==> config.mk <==
export PLATFORM = sky130hd
export DESIGN_NAME = fzr_sqrt
export DESIGN_NICKNAME = d
export VERILOG_FILES = /design/src/sv/fzr_pkg.sv /design/src/sv/fzr_sqrt.sv
export VERILOG_INCLUDE_DIRS = /design/src /design/src/sv
export SDC_FILE = /design/constraint.sdc
export NUM_CORES = 1
export LEC_CHECK = 0
export ABC_CLOCK_PERIOD_IN_PS = 4300
export BUFFER_PORTS_ARGS = -buffer_cell sky130_fd_sc_hd__buf_4
export CAP_MARGIN = 15
export CORE_ASPECT_RATIO = 1.4
export CORE_MARGIN = 2
export CORE_UTILIZATION = 62
export DETAILED_ROUTE_END_ITERATION = 10
export HOLD_SLACK_MARGIN = 0.05
export PLACE_DENSITY = 0.79
export SETUP_SLACK_MARGIN = 0.5
export SLEW_MARGIN = 20
export SYNTH_ARGS = -nofsm -noshare
export SYNTH_HDL_FRONTEND = slang
export SYNTH_SLANG_ARGS = --single-unit
==> constraint.sdc <==
create_clock -name i_clk -period 4.3 [get_ports i_clk]
set_input_delay 0 -clock i_clk [delete_from_list [all_inputs] [get_ports i_clk]]
set_output_delay 0 -clock i_clk [all_outputs]
set_load 0.1 [all_outputs]
==> src/sv/fresnel_zone_radius_assert.svh <==
// Assertion macros for the Fresnel zone radius block
`ifndef FRESNEL_ZONE_RADIUS_ASSERT_SVH
`define FRESNEL_ZONE_RADIUS_ASSERT_SVH

`ifndef SYNTHESIS

`define FZR_ASSERT_IMP(label, clk, rst_n, ante, cons) \
    label: assert property (@(posedge clk) disable iff (!(rst_n)) (ante) |-> (cons)) \
        else $error("fzr assertion failed");

`define FZR_ASSERT_NXT(label, clk, rst_n, ante, cons) \
    label: assert property (@(posedge clk) disable iff (!(rst_n)) (ante) |=> (cons)) \
        else $error("fzr assertion failed");

`else

`define FZR_ASSERT_IMP(label, clk, rst_n, ante, cons)
`define FZR_ASSERT_NXT(label, clk, rst_n, ante, cons)

`endif

`endif

==> src/sv/fzr_pkg.sv <==
package fzr_pkg;

    localparam int DW    = 20;
    localparam int FW    = 16;
    localparam int FRAC  = 16;
    localparam int NW    = 2 * DW;
    localparam int DENW  = DW + FW;
    localparam int QW    = DW + 14;
    localparam int RW    = (QW + 1) / 2;
    localparam int SQW   = 2 * RW;
    localparam int ZW    = 22;
    localparam int CW    = 13;
    localparam int PW    = RW + CW;
    localparam int RADIUS_SHIFT = 8;
    localparam int SHW   = PW - RADIUS_SHIFT;
    localparam int XW    = (SHW > ZW) ? SHW : ZW;
    localparam int CFG_IW = 1;

    localparam logic [CW-1:0] RADIUS_COEF = CW'(4429);
    localparam logic [ZW-1:0] ZONE_MAX    = '1;
    localparam logic [FW-1:0] FREQ_RESET  = FW'(1000);

    localparam logic [CFG_IW-1:0] CFG_PATH_LEN = CFG_IW'(0);
    localparam logic [CFG_IW-1:0] CFG_FREQ     = CFG_IW'(1);

    typedef enum logic [1:0] {
        ST_OK     = 2'd0,
        ST_BEYOND = 2'd1,
        ST_NOPATH = 2'd2
    } t_status;

    // item details carried alongside the arithmetic
    typedef struct packed {
        logic [DW-1:0] pt_dist;
        logic          last;
        t_status       status;
    } t_side;

    typedef struct packed {
        logic [DW-1:0] pt_dist;
        logic [ZW-1:0] radius;
        t_status       status;
        logic          last;
    } t_res;

endpackage

==> src/sv/fzr_sqrt.sv <==
`include "fresnel_zone_radius_assert.svh"

// digit-by-digit integer square root, one root bit per stage
module fzr_sqrt (
    input  logic                     i_clk,
    input  logic                     i_rst_n,
    input  logic                     i_en,
    input  logic                     i_valid,
    input  logic [fzr_pkg::QW-1:0]   i_val,
    input  fzr_pkg::t_side           i_side,
    output logic                     o_valid,
    output logic [fzr_pkg::RW-1:0]   o_root,
    output fzr_pkg::t_side           o_side
);
    localparam int RW  = fzr_pkg::RW;
    localparam int SQW = fzr_pkg::SQW;

    logic            w_v    [RW+1];
    logic [RW:0]     w_rem  [RW+1];
    logic [RW-1:0]   w_root [RW+1];
    logic [SQW-1:0]  w_x    [RW+1];
    fzr_pkg::t_side  w_side [RW+1];

    assign w_v[0]    = i_valid;
    assign w_rem[0]  = '0;
    assign w_root[0] = '0;
    assign w_x[0]    = SQW'(i_val);
    assign w_side[0] = i_side;

    for (genvar k = 0; k < RW; k++) begin : g_stage
        logic            r_v;
        logic [RW:0]     r_rem;
        logic [RW-1:0]   r_root;
        logic [SQW-1:0]  r_x;
        fzr_pkg::t_side  r_side;
        logic [RW+2:0]   tr;
        logic [RW+2:0]   trial;
        logic            ge;
        logic [RW+2:0]   df;

        assign tr    = {w_rem[k], w_x[k][SQW-1:SQW-2]};
        assign trial = {1'b0, w_root[k], 2'b01};
        assign ge    = tr >= trial;
        assign df    = ge ? (tr - trial) : tr;

        always_ff @(posedge i_clk) begin
            if (!i_rst_n) begin
                r_v <= 1'b0;
            end else if (i_en) begin
                r_v <= w_v[k];
            end
        end

        always_ff @(posedge i_clk) begin
            if (i_en) begin
                r_rem  <= df[RW:0];
                r_root <= {w_root[k][RW-2:0], ge};
                r_x    <= {w_x[k][SQW-3:0], 2'b00};
                r_side <= w_side[k];
            end
        end

        assign w_v[k+1]    = r_v;
        assign w_rem[k+1]  = r_rem;
        assign w_root[k+1] = r_root;
        assign w_x[k+1]    = r_x;
        assign w_side[k+1] = r_side;
    end

    assign o_valid = w_v[RW];
    assign o_root  = w_root[RW];
    assign o_side  = w_side[RW];

    `FZR_ASSERT_IMP(a_sqrt_rem_bound, i_clk, i_rst_n, w_v[RW], w_rem[RW] <= {w_root[RW], 1'b0})

endmodule

==> results of run 1 <==
[state kept, by name (all words and copies together) (netlist names)]
signal	count
g_stage.r_rem	268
g_stage.r_root	136
g_stage.r_side	368
g_stage.r_v	16
g_stage.r_x	272
o_root	17
o_side	23
o_valid	1
[layout by cell type, fill, tap and decap left out, drive strengths merged, types with 35 or more instances in the layout]
master          n
clkbuf        117
nand2         124
nor2b          44
dlygate4sd3   116
xnor2          99
a21o           41
edfxtp       1084
nor3           58
inv           208
clkinv         43
a21oi         157
nor2          179
o21ai         105
nand3          35
mux2           35
xor2           98
ha            171
buf           130
[area by class of cell]
class / instances / area, um^2
timing repair buffer: 246 / 2230
antenna: 1 / 2.50
fill: 4309 / 20000
sequential: 1101 / 32900
inverter: 206 / 773
clock buffer: 117 / 2500
tap: 936 / 1170
clock inverter: 57 / 539
multi-input combinational: 1455 / 10100
[power breakdown]
part	internal [W]	leakage [nW]	switching [W]	total, W
registers	0.0130	10.6	0.000482	0.0135
clock network	0.00454	1.46	0.00384	0.00838
logic	0.00128	6.84	0.00180	0.00308
total	0.0188	18.9	0.00612	0.0249
[final timing paths]
kind / slack [ns] / endpoint / depth (start not counted)
worst max-delay path: 1.08 / g_stage[14].r_rem[17] / 9
worst min-delay path: 0.09 / g_stage[0].r_x[2] / 2
worst max register to register: 1.08 / g_stage[14].r_rem[17] / 9
worst min register to register: 0.40 / g_stage[4].r_x[23] / 0
[logic make-up (layout without fill, tap and decap cells)]
group / after synthesis / in the layout / share of synthesized area, %
flip-flops: 1101 / 1101 / 74.9
AND/OR/NAND/NOR: 598 / 598 / 6.75
AO/OA/AOI/OAI: 432 / 432 / 6.06
buffers and inverters: 237 / 626 / 2.06
XOR/XNOR: 197 / 197 / 3.93
adder cells (fa/ha/maj): 171 / 171 / 4.87
multiplexers: 56 / 56 / 1.38
other: 1 / 2 / 0.00854
[routing by layer]
layer  up-vias  share of wire [%]  track usage, %
met3       248                3.5            2.70
met2       630                 58            42.6
li1      11000                  -               -
met1     11300                 34            21.1
met4         0                4.6            10.8
met5         -                  0               0
[stage by stage]
stage	setup WS, ns	instances	hold slack, ns
after floorplan	1.46	2793	0.0989
after global placement	0.846	3828	0.179
after detailed placement	0.767	3828	0.179
after CTS	0.737	4118	0.0566
after global routing	0.768	4119	0.0706
final	1.08	4119	0.0862
[cell usage after synthesis, types with 13 or more instances]
master / instances
a21oi_1: 156
o21a_1: 34
mux2i_1: 21
nand3_1: 35
o31ai_1: 13
xnor2_1: 99
nand2_1: 124
or3_1: 27
ha_1: 171
nor3_1: 55
a21o_1: 41
nor4_1: 26
o21ai_0: 103
inv_1: 205
nand2b_1: 26
mux2_2: 34
dfxtp_1: 17
clkbuf_1: 25
xor2_1: 98
nor2_1: 179
edfxtp_1: 1084
nor2b_1: 44
nand4_1: 22
[worst max-delay path, cell delays in order (launching register included)]
cell and delay, ns:
edfxtp_1 0.40, ha_1 0.28, or3_1 0.42, o2111ai_1 0.31, a21oi_1 0.18, a211o_1 0.36, o31ai_2 0.26, inv_1 0.08
a211oi_1 0.30, mux2_2 0.37
[what timing repair did]
| item | 4_1_cts | 5_1_grt |
|---|---|---|
| endpoints found under the hold margin | 148 | 0 |
| resized for setup | 0 | 1 |
| hold buffers | 116 | 0 |
| endpoints found under the setup margin | 0 | 6 |
==> results.ini, run 1 <==
[outcome]
status=finished clean

[synthesis]
avgSynthCellArea_um2=15.7
ys_ff_latch=1101
yosysSeqAreaShare_pct=74.9
synth_top_cell_area_share_pct=74.2
synthFlopType=edfxtp_1
yosysTopAreaCell=edfxtp_1
synth_nets=3025
ys_warn_count=0
syn_area_um2=43900
synth-edff-count=1084
synth-async-reset-ratio_pct=0
syn_inst=2793
yosys-top-cells-area=edfxtp_1 (74%), ha_1 (4.9%), xnor2_1 (2.0%)
ys_types=73

[clock_tree]
clk_pin_slew_worst_paths_ns=0.06
cts_setup_buffers=0
htree_levels=3
cts_made_buffers=97
cts_tree=yes
cts.path.max_buffers=3
root_buffer=clkbuf_16
insertion_delay_ns=0.69
cts_sinks=1101

[timing]
tightest_slew_ns=1.00
finalSetupTns_ns=0
drv_slew=0
clock.fmax_ghz=0.311
period_share_pct=74.9
fin_skew_ns=0.0654
final-setup-viol-count=0
min_period_ns=3.22
slew_headroom_pct=33.0
rsz0062_at_grt=false
final_hold_viol_count=0

[floorplanning]
core-area_um2=70200
die_h_um=319
ioPinCount=102
start_util_pct=62.5
rows=115
die_w_um=229
die_area_um2=73000

[drt]
drt_wl_total_um=77000
vias=23200
routedWlPerCell_um=18.7
viasPerCell=5.63
drc_errors=0
drtIter0Drc=1540
drtPass1Iterations=6
drtAntennaViolNets=0

[global_routing]
antenna_found_initial=2
grt_pass1_vias=24400
grt_pass1_wl_um=122000
grt_max_degree=127
overflow=0
track_usage_pct=21.3

[layout]
nets=3339
layout-drive-gt1-share_pct=10.1
final_util_pct=71.5
area_delta_synth_final_pct=14.4
final_area_um2=50200

[min_path]
min_from=i_val[0]
min_path_type=input port to flip-flop

[placed_design]
gp_congestion=0.920
placed_area_um2=46000
port_buffers=101
dp_hpwl_um=45900

[worst_setup_path]
r2r-start=g_stage[13].r_rem[0]
required_ns=4.71
critical_path.startpoint=g_stage[13].r_rem[0]
critPathMaxFanout=4
cp.arrival_ns=3.63
crit_type=flip-flop to flip-flop
end_kind=flip-flop
start_kind=flip-flop

[pwr]
p_total_w=0.0249
powerDensity_nw_per_um2=496
p_leak_nw=18.9
vdd_drop_max_mv=0.425

[run]
maxCapViolations=0

(Power assumes the default switching activity.)
==> run 2: changes to the inputs <==
--- a/config.mk
+++ b/config.mk
@@ -6,7 +6,7 @@
 export SDC_FILE = /design/constraint.sdc
 export NUM_CORES = 1
 export LEC_CHECK = 0
-export ABC_CLOCK_PERIOD_IN_PS = 4300
+export ABC_CLOCK_PERIOD_IN_PS = 3100
 export BUFFER_PORTS_ARGS = -buffer_cell sky130_fd_sc_hd__buf_4
 export CAP_MARGIN = 15
 export CORE_ASPECT_RATIO = 1.4
==> constraint.sdc (replaced) <==
create_clock -name i_clk -period 3.1 [get_ports i_clk]
set_input_delay 0 -clock i_clk [delete_from_list [all_inputs] [get_ports i_clk]]
set_output_delay 0 -clock i_clk [all_outputs]
set_load 0.1 [all_outputs]
==> results.ini, run 2 (same netlist as run 1, synthesis figures left out) <==
[global_routing]
grt_pass1_wl_um=130000
antenna_found_initial=1
track_usage_pct=22.6
overflow=0
grt_max_degree=139
grt_pass1_vias=25200

[layout]
regMostFlops=g_stage.r_side
final_util_pct=75.6
layout_common_cells=edfxtp_1 (1084), buf_4 (214), inv_1 (187)
nets=3455
layout_commonest_cell=edfxtp_1
layout-drive-gt1-share_pct=20.6
reg_top3=g_stage.r_side: 368 flops, g_stage.r_x: 272 flops, g_stage.r_rem: 268 flops
final_cells=4229
largest_reg_flops=368
area_delta_synth_final_pct=21.0

[worst_setup_path]
rr_worst_depth=9
start_kind=flip-flop
critPathMaxFanout=4
required_ns=3.49
end_kind=flip-flop
crit_type=flip-flop to flip-flop
r2r_slack_ns=0.26
cp.arrival_ns=3.23
worst_r2r_endpoint=g_stage[14].r_rem[17]
r2r-start=g_stage[13].r_rem[1]

[floorplanning]
die_h_um=319
start_util_pct=62.5
ioPinCount=102
die_area_um2=73000
core-area_um2=70200
rows=115
die_w_um=229

[timing]
drv_slew=0
tightest_slew_ns=0.761
period_share_pct=91.5
min_period_ns=2.84
rsz0062_at_grt=true
clock.fmax_ghz=0.353
final-setup-viol-count=0
slew_headroom_pct=48.0
fin_skew_ns=0.0559
fin_hold_ws_ns=0.0716
final_hold_viol_count=0
finalSetupTns_ns=0

[run]
maxCapViolations=0

[drt]
drt_wl_total_um=85600
viasPerCell=5.74
drtAntennaViolNets=0
vias=24300
drc_errors=0
drtIter0Drc=1638
drtPass1Iterations=5
routedWlPerCell_um=20.2

[placed_design]
gp_congestion=0.924
port_buffers=101
dp_hpwl_um=47800
dp_cells=3849

[min_path]
whs_path_depth=2
min_from=i_side[0]
min_path_type=input port to flip-flop
holdPathEnd=g_stage[0].r_side[0]

[pwr]
pwr-share-clk_pct=33.3
p_leak_nw=19.7
swShare_pct=25.0
combPwrFrac_pct=14.3
p_total_w=0.0359
p_sw_w=0.00897
power_frac_seq_pct=52.4
intPower_w=0.0270
vdd_drop_max_mv=0.735
powerDensity_nw_per_um2=677

[clock_tree]
cts_sinks=1101
root_buffer=clkbuf_16
htree_levels=3
cts.path.max_buffers=3
cts_made_buffers=97
insertion_delay_ns=0.69
clk_pin_slew_worst_paths_ns=0.06
cts_tree=yes

[outcome]
status=finished clean

==> run 2: cell count changes in the layout (fill, tap and decap cells not counted), moves of 26 or more <==
cell     delta
ha_4       +39
a21oi_1    -31
a21oi_2    +26
buf_4      +92
o21ai_0    -40
ha_1       -48
==> run 2: through the flow <==
stage          area (um^2)  setup slack, ns
3_5_place_dp         46300           0.0725
4_1_cts              51600            0.255
3_3_place_gp         46300            0.120
6_report             53100            0.263
5_1_grt              53100            0.168
2_1_floorplan        44000            0.457
==> run 2: critical path: stages (launching register included) <==
cell and delay (ns):
edfxtp_1 0.48, ha_4 0.22, or3_4 0.38, o2111ai_4 0.22, a21oi_2 0.12, a211o_1 0.32
o31ai_4 0.21, inv_1 0.07, a211oi_2 0.21, mux2_4 0.31
==> run 2: power by group through the flow <==
stage | clock, W | combinational, W | sequential, W
floorplan | 0 | 0.00273 | 0.0189
global placement | 0 | 0.00396 | 0.0189
detailed placement | 0 | 0.00413 | 0.0190
CTS | 0.0121 | 0.00457 | 0.0187
global route | 0.0127 | 0.00558 | 0.0189
finish | 0.0120 | 0.00514 | 0.0188
==> run 2: worst max path at each step <==
stage | from | end | slack [ns] | cells after the start
final | g_stage[13].r_rem[1] | g_stage[14].r_rem[17] | 0.26 | 9
after floorplan | g_stage[7].r_root[0] | g_stage[8].r_rem[17] | 0.46 | 10
after global routing | g_stage[13].r_rem[1] | g_stage[14].r_rem[17] | 0.17 | 9
after detailed placement | g_stage[11].r_root[7] | g_stage[12].r_rem[2] | 0.07 | 9
after global placement | g_stage[13].r_root[0] | g_stage[14].r_rem[4] | 0.12 | 10
after CTS | g_stage[13].r_rem[0] | g_stage[14].r_rem[17] | 0.25 | 9
==> run 2: per-layer routing <==
| metal | vias to the layer above | part of all wire, % | global-route usage, % |
|---|---|---|---|
| li1 | 11300 | - | - |
| met1 | 11900 | 33 | 22.6 |
| met2 | 773 | 58 | 45.2 |
| met3 | 297 | 3.8 | 2.98 |
| met4 | 0 | 5.5 | 11.3 |
| met5 | - | 0 | 0 |
==> run 2: final cells by class <==
cell class	count	area (um^2)
multi-input cells	1456	11800
repair buffers	361	3310
inverters	206	773
clock inverters	51	653
diodes	1	2.50
well taps	936	1170
fillers	3891	17100
flip-flops and latches	1101	32900
clock buffers	117	2500
==> run 2: timing repair <==
item                                    CTS  global route
setup buffers                            35            56
pin swaps                                36            66
resized for setup                       142           218
gates cloned                              3             6
hold buffers                            110             1
endpoints found under the setup margin  163           191
endpoints found under the hold margin   142             1
